<file path="src/sv/jmcf_pkg.sv">
// Shared types and constants of the jump mat contact and flight timer.
// Holds the register map, the result kinds and the result record.
// Depends on nothing; every other file of the block but jmcf_in_if imports it.
package jmcf_pkg;

    localparam int TIME_BITS_DEF = 24;
    localparam int OUT_TIME_W    = 24;
    localparam int JUMP_CNT_W    = 16;
    localparam int SER_CNT_W     = 8;
    localparam int KIND_W        = 3;
    localparam int CFG_IDX_W     = 3;
    localparam int CFG_DATA_W    = 24;
    localparam int RQ_DEPTH      = 4;

    // Register indexes of the configuration port.
    localparam logic [CFG_IDX_W-1:0] CFG_FLIGHT_MIN   = 3'd0;
    localparam logic [CFG_IDX_W-1:0] CFG_FLIGHT_MAX   = 3'd1;
    localparam logic [CFG_IDX_W-1:0] CFG_CYCLE_MAX    = 3'd2;
    localparam logic [CFG_IDX_W-1:0] CFG_JUMPS_SERIES = 3'd3;
    localparam logic [CFG_IDX_W-1:0] CFG_SERIES_TOTAL = 3'd4;
    localparam logic [CFG_IDX_W-1:0] CFG_REST_TICKS   = 3'd5;
    localparam logic [CFG_IDX_W-1:0] CFG_START_ON_MAT = 3'd6;

    // Result kinds.
    localparam logic [KIND_W-1:0] KIND_VALID      = 3'd0;
    localparam logic [KIND_W-1:0] KIND_TOO_SHORT  = 3'd1;
    localparam logic [KIND_W-1:0] KIND_TOO_LONG   = 3'd2;
    localparam logic [KIND_W-1:0] KIND_CYCLE_LONG = 3'd3;
    localparam logic [KIND_W-1:0] KIND_REST_OVER  = 3'd4;
    localparam logic [KIND_W-1:0] KIND_END        = 3'd5;

    typedef struct packed {
        logic [15:0]           flight_min;
        logic [15:0]           flight_max;
        logic [23:0]           cycle_max;
        logic [SER_CNT_W-1:0]  jumps_per_series;
        logic [SER_CNT_W-1:0]  series_total;
        logic [23:0]           rest_ticks;
        logic                  start_on_mat;
    } t_cfg;

    typedef struct packed {
        logic [KIND_W-1:0]     kind;
        logic [OUT_TIME_W-1:0] flight_ticks;
        logic [OUT_TIME_W-1:0] contact_ticks;
        logic [JUMP_CNT_W-1:0] jump_number;
        logic [SER_CNT_W-1:0]  series_number;
        logic                  end_cause;
        logic                  ready_lamp;
        logic                  last;
    } t_result;

    // Results produced by one tick: a count of zero to two and the records.
    typedef struct packed {
        logic [1:0] n;
        t_result    r0;
        t_result    r1;
    } t_core_out;

endpackage

</file>
<file path="src/sv/jmcf_result_q.sv">
// Small result queue of the jump mat timer: takes up to two records per
// cycle and hands out one per beat. Depends on jmcf_pkg.
module jmcf_result_q import jmcf_pkg::*; #(
    parameter int DEPTH = RQ_DEPTH
) (
    input  logic    i_clk,
    input  logic    i_rst_n,
    input  logic [1:0] i_push_n,
    input  t_result i_d0,
    input  t_result i_d1,
    output logic    o_space,
    output logic    o_valid,
    input  logic    i_pop_ready,
    output t_result o_data
);

    localparam int AW = $clog2(DEPTH);

    t_result          r_mem [DEPTH];
    logic [AW-1:0]    r_wptr, r_rptr;
    logic [AW:0]      r_count, n_count;
    logic             pop;

    assign o_valid = (r_count != '0);
    assign pop     = o_valid && i_pop_ready;
    assign o_space = (r_count <= (AW+1)'(DEPTH - 2));
    assign o_data  = r_mem[r_rptr];
    assign n_count = r_count + (AW+1)'(i_push_n) - (AW+1)'(pop);

    always_ff @(posedge i_clk) begin
        if (i_push_n != 2'd0) begin
            r_mem[r_wptr] <= i_d0;
        end
        if (i_push_n == 2'd2) begin
            r_mem[r_wptr + AW'(1)] <= i_d1;
        end
    end

    always_ff @(posedge i_clk) begin
        if (!i_rst_n) begin
            r_wptr  <= '0;
            r_rptr  <= '0;
            r_count <= '0;
        end else begin
            r_wptr  <= r_wptr + AW'(i_push_n);
            r_rptr  <= r_rptr + AW'(pop);
            r_count <= n_count;
        end
    end

    a_no_overflow: assert property (@(posedge i_clk) disable iff (!i_rst_n)
        (i_push_n != 2'd0) |-> o_space)
        else $error("push into a full result queue");

    a_count_range: assert property (@(posedge i_clk) disable iff (!i_rst_n)
        r_count <= (AW+1)'(DEPTH))
        else $error("result queue count out of range");

    a_push_shows: assert property (@(posedge i_clk) disable iff (!i_rst_n)
        (i_push_n != 2'd0) |=> o_valid)
        else $error("pushed record not offered");

endmodule

</file>
<file path="config.mk">
export PLATFORM = sky130hd
export DESIGN_NAME = jmcf_result_q
export DESIGN_NICKNAME = d
export VERILOG_FILES = /design/src/sv/jmcf_pkg.sv /design/src/sv/jmcf_result_q.sv
export SDC_FILE = /design/constraint.sdc
export NUM_CORES = 1
export LEC_CHECK = 0
export ABC_CLOCK_PERIOD_IN_PS = 8400
export BUFFER_PORTS_ARGS = -buffer_cell sky130_fd_sc_hd__buf_2
export CAP_MARGIN = 20
export CORE_ASPECT_RATIO = 0.5
export CORE_UTILIZATION = 35
export CTS_CLUSTER_SIZE = 12
export DETAILED_ROUTE_END_ITERATION = 7
export MAX_ROUTING_LAYER = met4
export PLACE_DENSITY = 0.6
export SYNTH_ARGS = -nofsm -noshare
export SYNTH_HDL_FRONTEND = slang
export SYNTH_SLANG_ARGS = --single-unit
</file>
<file path="constraint.sdc">
create_clock -name i_clk -period 8.4 [get_ports i_clk]
set_clock_uncertainty 0.15 [all_clocks]
set_input_delay 0.42 -clock i_clk [delete_from_list [all_inputs] [get_ports i_clk]]
set_output_delay 0.42 -clock i_clk [all_outputs]
set_load 0.05 [all_outputs]
</file>
==> results.json <==
{
  "yosys.area.top_type": "edfxtp_1",
  "hp-class": "in2reg",
  "max-cap-violations": 0,
  "rows": 54,
  "clkTransAtPathRegs_ps": 60,
  "worstPathRequired_ps": 7830,
  "syn_to_final_growth_pct": 18.6,
  "clk_latency_ps": 520,
  "coreArea_sq_um": 43600,
  "synth_seq_area_share": 0.613,
  "hold_buffers": 0,
  "setup_viol": 0,
  "status": "finished, final reports clean",
  "synth-seq-cells": 319,
  "slowest_stage": "dfxtp_4",
  "synthesis.area_sq_um": 15500,
  "grt-ovfl-total": 0,
  "route.met2.wl_mm": 21.1,
  "finalCritPeriodShare": 0.438,
  "worstPathArrival_ps": 3110,
  "p_total_w": 0.00487,
  "drive_gt1_frac": 0.631,
  "synth_common_cells": "edfxtp_1 (312), mux2_2 (254), mux4_2 (78)",
  "yosysTopAreaCellShare": 0.604,
  "total_leakage_power_nw": 6.39,
  "cts_buffers": 35,
  "post_cts_buffers": 0,
  "drt-initial-drc-count": 430,
  "worstPathBufferInverterCount": 3,
  "wl_per_cell_um": 22.9,
  "port_buffers": 240,
  "synth_edf_count": 312,
  "cts_tree": "done",
  "rsz0062_at_grt": "false",
  "synthesis.nets": 965,
  "slew_headroom": 0.397,
  "final_nets": 1205,
  "vias": 8301,
  "syn_inst": 800,
  "synth_flop_cell": "edfxtp_1",
  "yosys_warnings": 0,
  "cpPeakStageDelay_ps": 880,
  "period_needed_ps": 3680,
  "place_inst": 1590,
  "grt_usage": 0.170,
  "clock-root-buffer": "clkbuf_16",
  "yosysMostFrequentCell": "edfxtp_1",
  "drc_errors": 0,
  "top_layer_used": "met4",
  "vias_per_cell": 5.00,
  "clk_path_buf_depth": 3,
  "hpwl_mm": 22.2,
  "async_flop_share": 0,
  "cts.htree.levels": 2,
  "fin_cells": 1659,
  "end_kind": "output port",
  "critPathLaunchType": "flip-flop",
  "rr_worst_depth": 3,
  "gp_congestion": 0.771,
  "die_x_um": 300,
  "grt_pass1_wl_mm": 55.5,
  "synth.area.top_cells": "edfxtp_1 (60%), mux2_2 (18%), mux4_2 (11%)",
  "cts_resized": 0,
  "worst-setup-path-type": "reg2out",
  "power.density_nw_per_um2": 264,
  "fin_setup_tns_ps": 0,
  "fp.dieArea_sq_um": 45200,
  "hold_viol_final": 0,
  "met3WireLength_mm": 1.30,
  "cts.sinks": 319,
  "finalMaxSlewViolations": 0,
  "start_util": 0.356,
  "grt_pass1_vias": 9116,
  "drtPass1Iterations": 6,
  "path_cells": "buf_4 -> buf_12 -> mux4_2 -> buf_2",
  "holdPathStages": 2,
  "drt_wl_total_mm": 38.1,
  "peakVddDrop_v": 0.000108,
  "holdWs_ps": 69.6,
  "clock.fmax_mhz": 272,
  "grt_max_degree": 53,
  "pin_count": 241,
  "worstPathMaxFanout": 36,
  "synth.distinct_cells": 29,
  "antenna_found_initial": 9,
  "worst-path-stages": 4,
  "die_h_um": 151,
  "crit_family": "buffers and inverters",
  "tightestPinTransition_ps": 904,
  "met1_length_mm": 14.9,
  "syn_avg_cell_area_sq_um": 19.4,
  "postRouteAntennaNets": 0
}
cells in the final DEF, fill, tap and decap left out, types with 3 or more instances in the layout:
| cell | netlist | layout |
|---|---|---|
| and2_1 | 3 | 3 |
| buf_2 | 35 | 240 |
| buf_4 | 2 | 16 |
| clkbuf_1 | 10 | 10 |
| clkbuf_16 | 0 | 37 |
| clkinv_1 | 0 | 6 |
| clkinv_2 | 0 | 5 |
| dfxtp_1 | 7 | 5 |
| diode_2 | 0 | 9 |
| edfxtp_1 | 312 | 312 |
| ha_1 | 3 | 3 |
| inv_1 | 4 | 4 |
| mux2_1 | 29 | 29 |
| mux2_2 | 254 | 254 |
| mux2_4 | 29 | 29 |
| mux2i_1 | 4 | 4 |
| mux4_2 | 78 | 78 |
state kept, by name, indices dropped and copies added (netlist names):
register	cells
r_rptr	2
r_wptr	2
r_mem	312
r_count	3
path summary, 6_finish.rpt:
path | startpoint | endpoint | slack, ps
min | i_rst_n | r_wptr[0] | 70
min reg2reg | r_rptr[1] | r_rptr[1] | 570
max | r_rptr[0] | o_data[60] | 4720
max reg2reg | r_wptr[1] | r_mem[3][39] | 5300
routing by layer:
metal | GRT usage | vias up
li1 | - | 3790
met1 | 0.190 | 4337
met2 | 0.314 | 124
met3 | 0.0295 | 50
met4 | 0.0513 | 0
met5 | - | -
cell families (layout without fill, tap and decap cells):
group                      count (synthesis)  after routing  synth area share
AOI/OAI and AO/OA                          6              6           0.00266
xor gates and xnor gates                   2              2           0.00290
adders and majority gates                  4              4           0.00371
buffers and inverters                     58            320            0.0207
DFF                                      319            319             0.613
muxes                                    394            394             0.349
other                                      0              9                 0
and+or+nand+nor                           17             17           0.00814
final cells by class:
cell class	instances	area (sq um)
clock buffer	47	963
timing repair buffer	257	1340
fill	3923	25200
tap	588	736
inverter	4	15.0
clock inverter	12	77.6
multi-input combinational	423	5730
antenna	9	22.5
sequential	319	9520
worst reg2reg max path: stages (launching register included):
cell and delay (ps):
dfxtp_1 590, and4bb_4 870, buf_4 780, mux2_2 440
power by group:
part / internal [W] / switching (W)
clock network: 0.000831 / 0.000607
registers: 0.00196 / 0.0000889
logic: 0.000480 / 0.000903
per-stage QoR:
stage,instance area [sq um],utilization,worst slack (ps)
after CTS,18400,0.421,4430
final,18400,0.422,4720
after detailed placement,17300,0.397,5000
after global routing,18400,0.422,4470
after floorplan,15500,-,1490
after global placement,17300,0.397,5020
Power figures use the tool's default switching activity.
