<file path="src/sv/jmcf_pkg.sv">
// Shared types and constants of the jump mat contact and flight timer.
// Holds the register map, the result kinds and the result record.
// Depends on nothing; every other file of the block but jmcf_in_if imports it.
package jmcf_pkg;

    localparam int TIME_BITS_DEF = 24;
    localparam int OUT_TIME_W    = 24;
    localparam int JUMP_CNT_W    = 16;
    localparam int SER_CNT_W     = 8;
    localparam int KIND_W        = 3;
    localparam int CFG_IDX_W     = 3;
    localparam int CFG_DATA_W    = 24;
    localparam int RQ_DEPTH      = 4;

    // Register indexes of the configuration port.
    localparam logic [CFG_IDX_W-1:0] CFG_FLIGHT_MIN   = 3'd0;
    localparam logic [CFG_IDX_W-1:0] CFG_FLIGHT_MAX   = 3'd1;
    localparam logic [CFG_IDX_W-1:0] CFG_CYCLE_MAX    = 3'd2;
    localparam logic [CFG_IDX_W-1:0] CFG_JUMPS_SERIES = 3'd3;
    localparam logic [CFG_IDX_W-1:0] CFG_SERIES_TOTAL = 3'd4;
    localparam logic [CFG_IDX_W-1:0] CFG_REST_TICKS   = 3'd5;
    localparam logic [CFG_IDX_W-1:0] CFG_START_ON_MAT = 3'd6;

    // Result kinds.
    localparam logic [KIND_W-1:0] KIND_VALID      = 3'd0;
    localparam logic [KIND_W-1:0] KIND_TOO_SHORT  = 3'd1;
    localparam logic [KIND_W-1:0] KIND_TOO_LONG   = 3'd2;
    localparam logic [KIND_W-1:0] KIND_CYCLE_LONG = 3'd3;
    localparam logic [KIND_W-1:0] KIND_REST_OVER  = 3'd4;
    localparam logic [KIND_W-1:0] KIND_END        = 3'd5;

    typedef struct packed {
        logic [15:0]           flight_min;
        logic [15:0]           flight_max;
        logic [23:0]           cycle_max;
        logic [SER_CNT_W-1:0]  jumps_per_series;
        logic [SER_CNT_W-1:0]  series_total;
        logic [23:0]           rest_ticks;
        logic                  start_on_mat;
    } t_cfg;

    typedef struct packed {
        logic [KIND_W-1:0]     kind;
        logic [OUT_TIME_W-1:0] flight_ticks;
        logic [OUT_TIME_W-1:0] contact_ticks;
        logic [JUMP_CNT_W-1:0] jump_number;
        logic [SER_CNT_W-1:0]  series_number;
        logic                  end_cause;
        logic                  ready_lamp;
        logic                  last;
    } t_result;

    // Results produced by one tick: a count of zero to two and the records.
    typedef struct packed {
        logic [1:0] n;
        t_result    r0;
        t_result    r1;
    } t_core_out;

endpackage

</file>
<file path="src/sv/jmcf_core.sv">
// Timing state and per-tick judgement of the jump mat timer.
// Depends on jmcf_pkg; produces up to two result records per accepted tick.
module jmcf_core import jmcf_pkg::*; #(
    parameter int TIME_BITS = TIME_BITS_DEF
) (
    input  logic      i_clk,
    input  logic      i_rst_n,
    input  t_cfg      i_cfg,
    input  logic      i_accept,
    input  logic      i_on_mat,
    input  logic      i_stop_key,
    input  logic      i_start_test,
    output t_core_out o_res
);

    localparam int CW = (TIME_BITS + 1 > 25) ? TIME_BITS + 1 : 25;

    localparam logic [2:0] PH_IDLE    = 3'd0;
    localparam logic [2:0] PH_CONTACT = 3'd1;
    localparam logic [2:0] PH_FLIGHT  = 3'd2;
    localparam logic [2:0] PH_REST    = 3'd3;
    localparam logic [2:0] PH_DONE    = 3'd4;

    logic [2:0]            r_phase, n_phase;
    logic [TIME_BITS-1:0]  r_tick, n_tick;
    logic [TIME_BITS-1:0]  r_ref, n_ref;
    logic [TIME_BITS-1:0]  r_contact, n_contact;
    logic [SER_CNT_W-1:0]  r_jis, n_jis;
    logic [SER_CNT_W-1:0]  r_sdone, n_sdone;
    logic [JUMP_CNT_W-1:0] r_vj, n_vj;
    logic                  r_lamp, n_lamp;

    logic [TIME_BITS-1:0]  now, elapsed;
    logic                  have0, end_now, end_cause;
    logic [KIND_W-1:0]     kind0;
    t_result               rec0, rec_end;

    always_comb begin
        // A start bit clears everything before this tick is judged.
        n_phase   = i_start_test ? PH_IDLE : r_phase;
        now       = i_start_test ? '0 : r_tick;
        n_ref     = i_start_test ? '0 : r_ref;
        n_contact = i_start_test ? '0 : r_contact;
        n_jis     = i_start_test ? '0 : r_jis;
        n_sdone   = i_start_test ? '0 : r_sdone;
        n_vj      = i_start_test ? '0 : r_vj;
        n_lamp    = i_start_test ? 1'b1 : r_lamp;
        n_tick    = now + TIME_BITS'(1);
        elapsed   = now - n_ref;
        have0     = 1'b0;
        kind0     = KIND_VALID;
        end_now   = 1'b0;
        end_cause = 1'b0;
        rec0      = '0;
        rec_end   = '0;

        case (n_phase)
            PH_IDLE: begin
                if (i_on_mat) begin
                    n_ref   = i_cfg.start_on_mat ? '0 : now;
                    n_phase = PH_CONTACT;
                end
            end
            PH_CONTACT: begin
                if (!i_on_mat) begin
                    n_contact = elapsed;
                    n_ref     = now;
                    n_phase   = PH_FLIGHT;
                end
            end
            PH_FLIGHT: begin
                if (i_on_mat) begin
                    n_ref   = now;
                    n_phase = PH_CONTACT;
                    have0   = 1'b1;
                    if (CW'(elapsed) < CW'(i_cfg.flight_min)) begin
                        kind0 = KIND_TOO_SHORT;
                    end else if (CW'(elapsed) > CW'(i_cfg.flight_max)) begin
                        kind0 = KIND_TOO_LONG;
                    end else if (CW'(elapsed) + CW'(n_contact) > CW'(i_cfg.cycle_max)) begin
                        kind0 = KIND_CYCLE_LONG;
                    end else begin
                        kind0 = KIND_VALID;
                        n_vj  = n_vj + JUMP_CNT_W'(1);
                        n_jis = n_jis + SER_CNT_W'(1);
                        if (n_jis >= i_cfg.jumps_per_series) begin
                            n_sdone = n_sdone + SER_CNT_W'(1);
                            n_phase = PH_REST;
                            n_lamp  = 1'b0;
                        end
                    end
                    rec0.flight_ticks  = OUT_TIME_W'(elapsed);
                    rec0.contact_ticks = OUT_TIME_W'(n_contact);
                end
            end
            PH_REST: begin
                if (CW'(elapsed) >= CW'(i_cfg.rest_ticks)) begin
                    n_lamp  = 1'b1;
                    n_jis   = '0;
                    n_phase = PH_CONTACT;
                    have0   = 1'b1;
                    kind0   = KIND_REST_OVER;
                end
            end
            default: begin
            end
        endcase

        rec0.kind          = kind0;
        rec0.jump_number   = n_vj;
        rec0.series_number = n_sdone;
        rec0.ready_lamp    = n_lamp;

        if (n_phase != PH_DONE) begin
            if (i_stop_key) begin
                end_now = 1'b1;
            end else if (n_sdone >= i_cfg.series_total) begin
                end_now   = 1'b1;
                end_cause = 1'b1;
            end
        end
        if (end_now) begin
            n_phase = PH_DONE;
            n_lamp  = 1'b1;
        end

        rec_end.kind          = KIND_END;
        rec_end.jump_number   = n_vj;
        rec_end.series_number = n_sdone;
        rec_end.end_cause     = end_cause;
        rec_end.ready_lamp    = 1'b1;
        rec_end.last          = 1'b1;
        rec0.last             = !end_now;

        o_res.n  = i_accept ? (2'(have0) + 2'(end_now)) : 2'd0;
        o_res.r0 = have0 ? rec0 : rec_end;
        o_res.r1 = rec_end;
    end

    always_ff @(posedge i_clk) begin
        if (!i_rst_n) begin
            r_phase   <= PH_IDLE;
            r_tick    <= '0;
            r_ref     <= '0;
            r_contact <= '0;
            r_jis     <= '0;
            r_sdone   <= '0;
            r_vj      <= '0;
            r_lamp    <= 1'b1;
        end else if (i_accept) begin
            r_phase   <= n_phase;
            r_tick    <= n_tick;
            r_ref     <= n_ref;
            r_contact <= n_contact;
            r_jis     <= n_jis;
            r_sdone   <= n_sdone;
            r_vj      <= n_vj;
            r_lamp    <= n_lamp;
        end
    end

    // The lamp is dark exactly while the block rests between series.
    a_lamp_rest: assert property (@(posedge i_clk) disable iff (!i_rst_n)
        (r_phase == PH_REST) == !r_lamp)
        else $error("lamp level disagrees with rest phase");

    // A finished test stays silent unless a new test is started.
    a_done_quiet: assert property (@(posedge i_clk) disable iff (!i_rst_n)
        (r_phase == PH_DONE && !i_start_test) |-> (o_res.n == 2'd0))
        else $error("result produced after test end");

    // Two results in one tick always close with the end record.
    a_pair_end: assert property (@(posedge i_clk) disable iff (!i_rst_n)
        (o_res.n == 2'd2) |-> (o_res.r1.kind == KIND_END && o_res.r0.kind != KIND_END))
        else $error("bad result pair");

endmodule

</file>
<file path="config.mk">
export PLATFORM = sky130hd
export DESIGN_NAME = jmcf_core
export DESIGN_NICKNAME = d
export VERILOG_FILES = /design/src/sv/jmcf_pkg.sv /design/src/sv/jmcf_core.sv
export SDC_FILE = /design/constraint.sdc
export NUM_CORES = 1
export LEC_CHECK = 0
export ABC_AREA = 1
export BUFFER_PORTS_ARGS = -buffer_cell sky130_fd_sc_hd__buf_2
export CAP_MARGIN = 20
export CORE_MARGIN = 2
export CORE_UTILIZATION = 52
export DETAILED_ROUTE_END_ITERATION = 10
export PLACE_DENSITY = 0.84
export SKIP_LAST_GASP = 1
export SYNTH_ARGS = -nofsm -noshare
export SYNTH_HDL_FRONTEND = slang
export SYNTH_SLANG_ARGS = --single-unit
</file>
<file path="constraint.sdc">
create_clock -name i_clk -period 12.1 [get_ports i_clk]
set_input_delay 2.42 -clock i_clk [delete_from_list [all_inputs] [get_ports i_clk]]
set_output_delay 2.42 -clock i_clk [all_outputs]
set_load 0.005 [all_outputs]
</file>
==> results of run 1 <==
## stage by stage
step,power (µW),hold WS [ps],std cells
finish,1290,466,2757
detailed placement,940,451,2728
floorplan,750,436,2197
global placement,921,448,2728
CTS,1260,464,2747
global route,1370,481,2757
## worst paths after layout
path	start	endpoint	depth (start not counted)
min reg2reg	r_tick[14]	r_tick[14]	2
max	i_start_test	o_res[156]	55
min	r_tick[14]	r_tick[14]	2
max reg2reg	r_tick[0]	r_phase[0]	54
## flip-flops by register name, indices dropped and copies added, names as in the netlist
| name | cells |
|---|---|
| r_ref | 24 |
| r_vj | 16 |
| r_sdone | 8 |
| r_lamp | 1 |
| r_phase | 3 |
| r_tick | 24 |
| r_contact | 24 |
| r_jis | 8 |
## kinds of logic after synthesis
logic type	Yosys count	synth area share (%)
compound gates	426	18.5
xor+xnor	49	3.35
fa+ha+maj	133	12.9
buf+inv	569	18.8
flops	108	16.6
other cells	2	0.0576
simple gates	859	29.8
## report_power, final
part	switching (µW)	total [µW]	internal [µW]
Clock	167	319	152
Combinational	358	597	239
Sequential	8.38	377	369
## final cells by class
| class | count | share of cell area (%) |
|---|---|---|
| clock inverter | 6 | 0.404 |
| tap | 324 | 2.56 |
| clock buffer | 10 | 1.51 |
| timing repair buffer | 368 | 14.4 |
| multi-input combinational | 1520 | 57.4 |
| antenna | 1 | 0.0158 |
| inverter | 420 | 10.0 |
| sequential | 108 | 13.7 |
## routing by layer
| metal | vias to the layer above | routed length (µm) | track usage [%] |
|---|---|---|---|
| met4 | 0 | 1420 | 10.9 |
| met3 | 82 | 3820 | 4.97 |
| met1 | 6784 | 17600 | 39.5 |
| met5 | - | 0 | 0 |
| met2 | 713 | 18800 | 51.1 |
| li1 | 7357 | - | - |
## what timing repair did
item,in CTS,in global routing
pin swaps,16,52
buffers inserted,3,9
resized for setup,14,65
endpoints found under the setup margin,3,4
hold buffers,0,0
## cell usage in the layout, fill, tap and decap left out, types with 107 or more instances in the layout
cell type	instances
inv_1	394
nand2_1	374
buf_2	206
nor2_1	176
a21oi_1	175
buf_4	157
nand3_1	125
ha_1	120
dfxtp_1	108
o21ai_0	107
## critical path: cells and delay by family
kind	cells	cell delay [ps]
xor+xnor	3	560
buf+inv	9	740
fa+ha+maj	6	1480
compound gates	16	2490
simple gates	21	2020
==> results list, run 1 <==
* DP Worst Slack: -275 ps
- Antenna-violating nets left: 0
- The H-tree was split into 3 levels.
- Final period demand of the worst path: ~12000 ps
- I/O pin count: about 260
- Routability-driven placement finished with a final weighted congestion of 0.931.
- In this run, synthesis inferred 0 flip-flops with an integrated enable.
* Remaining routing DRC violations: 0
- Synth warn: 0
- R2R setup slack: roughly 4400 ps
* Final #Nets: 2663
- Port buffering added 207 buffers.
- Final setup fails: 1
- Adding up every negative setup slack in the final design gives -34.5 ps.
* # rows: 57
- Worst vdd rail ir drop: 0.0625 mV
- Failing checks: setup timing
* Kind of start point of the critical path: input pin
- Dividing total power by cell area gives a power density of 81.8 nW/µm².
* Max-capacitance violation count: 0
* Critical path data required time: 9680 ps
- Share of layout cells above drive strength 1: a little under a quarter
- Sequential cell area in the final layout: 2160 µm²
- Max stage delay on crit path: 410 ps
* Max clock buf depth: 2
- Final hold violations: 0
- Flop and latch count out of synthesis: ~110
- Sequential element share of the synthesized area: 16.6%
- Critical setup path kind: input pin to primary output
- The largest individual stage delay along the critical path comes from the cell fa_2.
- Most frequent cells after synthesis: inv_1, nand2_1, nor2_1
* Cell area after placement: between 15000 and 20000 µm²
- Antenna violations before repair: 1
* Clk pin slew, worst setup/hold paths: approximately 80 ps
- For the final database, setup skew stands at 15.1 ps.
- Measured against its own limit, the worst slew margin works out to 25.4%.
- For this run, the share of the core covered by cells in the final layout is 64.6%.
- In the final layout, the multi-input gates occupy 9070 µm².
- Each instance of the synthesized netlist takes up on average 6.08 µm².
- Cells taking the most area after synthesis: dfxtp_1, ha_1, inv_1
* Pin slew with the least headroom to its limit: 1120 ps
* Library cell with the largest summed area after synthesis: dfxtp_1
- Unrepaired setup endpoints after global routing: yes
- Average routed wire per standard cell: between 15 and 20 µm
* Global-route wire length before repair: 65.6 mm
* Wirelength, routed: 41.7 mm
- For this block, the via count after detailed routing is approximately 15000.
- TritonCTS built the clock tree.
- Worst min path class: flip-flop to flip-flop
- After synthesis, the netlist uses 56 different library cells.
- The wire-length estimate of the detail-placed layout is 31.8 mm.
- Summing every instance area after synthesis gives 13000 µm².
- Timing would allow up to 82.4 MHz.
- STA classifies the critical path endpoint as a primary output.
- Data on the critical path arrives at its endpoint at 9710 ps.
- In the post-synthesis netlist, the cell with the most instances is inv_1.
* Floorplan die width: 162 µm
- After layout, the worst setup slack is -34.5 ps.
- The final number of max-transition violations was 0.
- In this run the biggest area consumer among cell types represents between 10% and 20% of the synthesized area.
- Of all nets on the critical path, the largest fanout is 8.
- Counting the buffers created by CTS gives 9.
- All-Layer GR Usage: 30.4%
- The number of global-route vias before repair came to 13700.
- Summing all non-filler instances in the final layout gives an area of 15800 µm².
- In the synthesized netlist, the number of instances is 2146.
- In the synthesized netlist the dominant register cell turns out to be dfxtp_1.
- The flow ran to the end, but the final reports show violations.
* Maximum number of pins on one net before global-route repair: 94
- The die is about 160 µm tall.
- Dividing the detail-routed via count by the number of cells gives ~5.4.
* Final worst path period share: 100%
- Cell at the root of the clock tree: clkbuf_16
* Area of the core region: 24500 µm²
- The initial utilization of the core area, before any placement, comes to a little over half.
- Clock Latency Late Sink: 370 ps
* Filler Cells Inserted: 2218
* Ys async rst share: 0%
- The die covers 26400 µm².
- Leakage: 0.00874 µW
- Remaining Overflow, GRT: 0
- For this design, the sink count on the clock tree is 108.
- Violation count after the first detailed-routing iteration: 1244
- The first detailed-routing pass took 6 iterations.
- Growth of design area from synthesis to finish: 21.2%
No activity file was read; power rests on OpenSTA's default activity.
==> run 2, diff against run 1 <==
Settings changed: MAX_ROUTING_LAYER from default to met4, REMOVE_ABC_BUFFERS from default to 1.
==> run 2 against run 1 <==
The flow still finishes with violations (setup timing); highest routed layer unchanged; total power up 5.4%; clock skew down 4.2 ps; largest cell class unchanged; die area unchanged; global-route usage up 2.4 points; critical path type unchanged; sequential share of layout area down 0.43 points.
==> results list, run 2 (synthesis results as in run 1) <==
- Max Fclk: 81.7 MHz (-0.88%)
- Final #Nets: 2741 (+2.9%)
- Most numerous cell on the critical path: nand2_1
- Met1 capacity usage during global routing: 42.5% (+3.0 points)
- Kind of start point of the critical path: input pin
* Initial core utilization: 53.3% (unchanged)
- The number of global-route vias before repair is 14500 (+5.7%).
* Number of pins with negative max-slew slack in the final report: 0 (unchanged)
- The via count came to 15400 (+3.3%).
- The final cell utilization of the core is 66.7% (+2.1 points).
- Critical register-to-register path startpoint: r_tick[0]
- In this run the most used layer during global routing was met2.
* DP HPWL: 32.9 mm (+3.6%)
- The count of final setup violators is 2 (+1).
- Leakage: 0.00912 µW (+4.5%)
* Total number of clock tree sinks: 108 (unchanged)
* Max clock buf depth: 2 (unchanged)
- The post-route cell area was 16300 µm² (+3.2%).
- Global-route wire length before repair: 68.6 mm (+4.7%)
* TritonCTS clock tree: yes
- Critical path data required time: 9680 ps (about the same)
* Max-capacitance violation count: 0 (unchanged)
* Capturing element type of the critical path: primary output
* Setup skew after layout: 10.8 ps (-4.21 ps)
- Growth of design area from synthesis to finish: 25.1%
- Final worst path period share: 101% (+0.89 points)
- # rows: 57 (unchanged)
- Antenna-violating nets left: 0 (unchanged)
* Average routed wire per standard cell: 15.4 µm (+2.0%)
* Biggest registers after layout: r_contact x24, r_ref x24, r_tick x24
- Worst vdd rail ir drop: 0.0791 mV (+27%)
- Remaining routing DRC violations: 0 (unchanged)
* Worst Reg-to-Reg Cells: 57 (+5.6%)
- Critical setup path kind: input pin to primary output
- Slew HR: 24.6% (-0.85 points)
* I/O pin count: 261 (unchanged)
* Violation count after the first detailed-routing iteration: 1548 (+24%)
* Unrepaired setup endpoints after global routing: yes
- The global-route met2 utilization was 51.6% (+0.52 points).
- The last weighted congestion value of the routability-driven placer was 0.993 (+6.7%).
- The post-place instance area came to 15500 µm² (+2.5%).
- The global routing met3 resource utilization is 3.59% (-1.4 points).
* Top library cells by usage in the layout, fill and taps aside: inv_1, nand2_1, buf_4
- The maximum fanout count along the critical path came to 12 (+4).
- Clk pin slew, worst setup/hold paths: 70 ps (about the same)
- The biggest cell delay along the critical path is 290 ps (-120 ps).
- Final hold violations: 0 (unchanged)
- Floorplan die area: 26400 µm² (unchanged)
- R2R setup slack: 4250 ps (-170 ps)
* Clock Latency Late Sink: 370 ps (about the same)
- The cell sitting at the root of the clock tree is a clkbuf_16.
- Die outline height: 162 µm (unchanged)
- The slowest stage of the critical path is the a211oi_2 cell.
- Result of the run: finished, violations left
* Worst min path class: flip-flop to flip-flop
* Area of the core region: 24500 µm² (unchanged)
- All-Layer GR Usage: 32.8% (+2.4 points)
- The transition time of the tightest slew-check pin was 1130 ps (+12.7 ps).
* Share of layout cells above drive strength 1: 24.9% (+2.1 points)
- For hold timing, the worst endpoint is r_tick[14].
- The power density over the cells is 83.5 nW/µm² (+2.1%).
* Failing checks: setup timing
* Remaining Overflow, GRT: 0 (unchanged)
* Antenna violations before repair: 4 (+3)
- Count of input and output buffers: 207 (unchanged)
* WP data arrival: 9820 ps (+110 ps)
- Setup slack after layout: -142 ps (-108 ps)
- The instance count along the most critical hold path was 2 (unchanged).
- The iteration count of the initial detailed-routing pass came to 8 (+2).
* Number of vias per cell after detailed routing: 5.44 (+0.39%)
* Most common cell after layout, fill and taps aside: inv_1
* Floorplan die width: 162 µm (unchanged)
- FF-to-FF End: r_phase[1]
* Total CTS buffers: 9 (unchanged)
- The wire length after detailed routing was 43.8 mm (+5.0%).
- Beginning of the worst hold path: r_tick[14]
- The number of levels in the clock H-tree was 3 (unchanged).
- The pin count of the biggest net entering global routing was 88 (-6.4%).
* Final period demand of the worst path: 12240 ps (+108 ps)
==> run 2: cell type report <==
type,instances,area [µm²]
multi-input combinational,1520,8940
fill,2063,8140
timing repair buffer,446,2880
sequential,108,2160
inverter,420,1580
tap,324,405
clock buffer,10,239
clock inverter,6,106
antenna,4,10.0
==> run 2: per-layer routing <==
layer	part of all wire, %	vias up
met2	45	802
li1	-	7512
met4	4.0	0
met3	8.8	135
met1	42	6986
met5	0	-
==> run 2: what timing repair did <==
item,4_1_cts,5_1_grt
setup endpoints to repair,3,5
hold buffers,0,0
cloned,0,0
resized for setup,44,46
setup buffers,10,10
pin swaps,29,46
==> run 2: critical path: cells and delay by family <==
family                     cells  cell delay (ps)
AOI/OAI and AO/OA             17             2370
xor gates and xnor gates       2              390
adders and majority gates      5             1330
buffers and inverters         11             1250
and+or+nand+nor               22             2050
==> run 2: stage by stage <==
stage | setup slack [ps] | total power (µW) | TNS, ps | hold WS [ps] | cells
6_report | -142 | 1360 | -226 | 464 | 2838
5_1_grt | -612 | 1440 | -1790 | 483 | 2838
4_1_cts | 0.703 | 1330 | 0 | 465 | 2824
3_5_place_dp | -561 | 960 | -1470 | 453 | 2799
3_3_place_gp | -325 | 939 | -732 | 446 | 2799
2_1_floorplan | -335 | 709 | -809 | 436 | 2048
==> run 2: how the worst max path moves through the flow <==
stage | startpoint | cells past startpoint | slack [ps] | endpoint
2_1_floorplan | i_start_test | 56 | -340 | o_res[156]
3_3_place_gp | i_start_test | 55 | -330 | o_res[156]
3_5_place_dp | i_start_test | 56 | -560 | o_res[156]
4_1_cts | i_start_test | 59 | 0.7 | o_res[156]
5_1_grt | i_start_test | 56 | -610 | o_res[156]
6_report | i_start_test | 57 | -140 | o_res[156]
==> run 2: where the power goes <==
group,switching [µW],total (µW),internal (µW)
clock,164,356,192
sequential,8.48,377,369
combinational,370,629,259
==> run 3, diff against run 2 <==
Settings changed: CELL_PAD_IN_SITES_DETAIL_PLACEMENT from default to 2, CELL_PAD_IN_SITES_GLOBAL_PLACEMENT from default to 2, CORE_UTILIZATION 52 to 27.
==> run 3 against run 2 <==
Clock power rose by 7.0%; final area rose by 11%; utilization decreased by 29 points; non-clock buffer count up 91; via count up 26%; critical path depth is 2 higher; global-route usage grew 0.87 points; total power up 23%; highest routed layer unchanged; clock skew rose by 32 ps; sequential power grew 2%; the flow still finishes with violations (setup timing).
==> results list, run 3 (synthesis results as in run 1) <==
- The upper clock frequency limit is 75.1 MHz (-8.0%).
- From synthesis to final layout, the design area changed by 39.1%.
* Clock Latency Late Sink: 470 ps (+100 ps)
* Max stage delay on crit path: 420 ps (+130 ps)
- On the critical path, the stage with the largest delay is an instance of fa_2.
- The final number of max-transition violations was 0 (unchanged).
- Floorplan die width: 224 µm (+38%)
* Filler Cells Inserted: 5678 (+180%)
* Worst setup path startpoint: i_start_test
- The cell family contributing the most delay on the critical path is simple AND/OR/NAND/NOR gates.
- TritonCTS clock tree: yes
- Critical setup path kind: input pin to primary output
- The iteration count of the initial detailed-routing pass was 7 (-1).
- Antenna-violating nets left: 0 (unchanged)
* Maximum fanout count along the critical path: 7 (-5)
- The worst setup skew after layout was 42.5 ps (+31.7 ps).
- The data arrival time of the worst path came to 10890 ps (+1070 ps).
- CTS placed an instance of clkbuf_16 at the clock tree root.
* # rows: 80 (+40%)
* I/O pin count: 261 (unchanged)
- The worst register-to-register path begins at r_tick[0].
* Final period demand of the worst path: 13310 ps (+1070 ps)
- The number of buffers added on ports was 207 (unchanged).
- The clock transition at the registers of the reported paths came to 90 ps (+20 ps).
- Maximum number of pins on one net before global-route repair: 66 (-25%)
* Violation count after the first detailed-routing iteration: 2256 (+46%)
* Worst vdd rail ir drop: 0.0869 mV (+9.8%)
- The per-cell via count in the routed design was 6.03 (+11%).
- The static leakage was 0.00969 µW (+6.2%).
* Pwr dens: 92.3 nW/µm² (+11%)
- The post-route cell area was 18100 µm² (+11%).
- The count of final setup violators is 5 (+3).
* Failing checks: setup timing
- Top library cells by usage in the layout, fill and taps aside: inv_1, nand2_1, buf_4
- The number of buffers added by the clock tree synthesis step is 9 (unchanged).
- The global router's overall resource usage is 33.7% (+0.87 points).
- The placed wire-length estimate was 53.7 mm (+63%).
* Max-capacitance violation count: 0 (unchanged)
- The starting utilization of the core area is 27.3% (-26 points).
* Total number of clock tree sinks: 108 (unchanged)
- The number of global-route vias before repair was 20100 (+38%).
* Number of buffers and inverters on the critical path: 11 (unchanged)
- The library cell used most frequently in the layout, excluding fill and tap cells, is inv_1.
- The post-place instance area was 16200 µm² (+4.7%).
- The ratio of final minimum period to clock period is 110% (+8.8 points).
- Most numerous cell on the critical path: nand2_2
* Global-route wire length before repair: 126 mm (+83%)
- Final #Nets: 2832 (+3.3%)
* Setup slack after layout: -1210 ps (-1070 ps)
- The worst hold path belongs to the class flip-flop to flip-flop.
* Final hold violations: 0 (unchanged)
- Beginning of the worst hold path: r_tick[16]
* Floorplan die area: 50100 µm² (+90%)
- The wire length after detailed routing is 103 mm (+140%).
- STA classifies the critical path startpoint as an input pin.
* Capturing element type of the critical path: primary output
* Remaining routing DRC violations: 0 (unchanged)
- Average routed wire per standard cell: 32.0 µm (+110%)
- Setup repair after global routing could not meet its margin everywhere.
- Share of layout cells above drive strength 1: 31.3% (+6.4 points)
- The normalized max-slew margin came to 2.28% (-22 points).
- Max clock buf depth: 2 (unchanged)
- Biggest registers after layout: r_contact x24, r_ref x24, r_tick x24
- The number of antenna violations at the first check in global routing came to 5 (+1).
- Critical path data required time: 9680 ps (about the same)
- The flow ran to the end, but the final reports show violations.
* Area of the core region: 47700 µm² (+95%)
* Number of H-tree levels: 3 (unchanged)
- Pwr Total: 1680 µW (+23%)
* Count of vias placed by the detailed router: 19400 (+26%)
- The die height was 224 µm (+38%).
- Pin slew with the least headroom to its limit: 1450 ps (+324 ps)
- Remaining Overflow, GRT: 0 (unchanged)
* Routability Congestion: 0.918 (-7.5%)
==> run 3: changes by cell type in the layout (fill, tap and decap cells not counted), moves of 8 or more <==
cell	previous run	this run
buf_4	233	314
a21oi_1	172	153
inv_1	393	384
ha_4	6	21
a21oi_2	11	26
buf_6	6	14
nand2_4	4	13
nor2_1	176	163
nand2_1	376	360
ha_1	125	105
==> run 3: routing by layer <==
| metal | share of wire (%) | global-route usage (%) | vias to the layer above |
|---|---|---|---|
| met4 | 9.3 | 19.8 | 0 |
| li1 | - | - | 7687 |
| met5 | 0 | - | - |
| met3 | 8.7 | 4.97 | 730 |
| met2 | 46 | 57.4 | 1485 |
| met1 | 36 | 37.4 | 9532 |
==> run 3: final cells by class <==
type	instances	area [µm²]	area share [%]
multi-input combinational	1520	9640	53.1
clock inverter	7	81.3	0.448
clock buffer	9	225	1.24
antenna	8	20.0	0.110
timing repair buffer	537	3660	20.2
sequential	108	2160	11.9
inverter	420	1590	8.76
tap	615	769	4.24
==> run 3: tightest hold or removal path: cells and delay by family, from the launching register on <==
family          cells  cell delay [ps]
compound gates      1               50
flops               1              330
simple gates        1               60
==> run 3: where the power goes <==
part,leakage [µW],total (µW),switching [µW],internal (µW)
logic,0.00866,912,588,324
registers,0.000883,384,14.7,369
clock network,0.000151,381,230,151
total,0.00969,1680,832,844
==> run 3: metrics by stage <==
stage                     worst slack, ps  setup TNS [ps]  hold WS [ps]  cells  util, %
after floorplan                      -335            -809           436   2048        -
after global placement               -610           -1580           447   3137     33.9
after detailed placement            -1210           -4470           461   3137     33.9
after CTS                            -409            -951           473   3196     36.3
after global routing                -1550           -6640           497   3224     38.0
final                               -1210           -4940           478   3224     38.0
==> run 3: final timing paths <==
check             cells after the start  slack [ps]          to
hold / removal                        2         480  r_tick[16]
setup reg to reg                     59        2980  r_phase[0]
setup / recovery                     59       -1210  o_res[156]
hold reg to reg                       2         480  r_tick[16]
==> run 3: timing repair <==
| item | in CTS | in global routing |
|---|---|---|
| setup buffers | 43 | 22 |
| pin swaps | 64 | 78 |
| cloned | 1 | 0 |
| setup endpoints to repair | 5 | 5 |
| resized for setup | 112 | 135 |
| hold buffers | 0 | 0 |
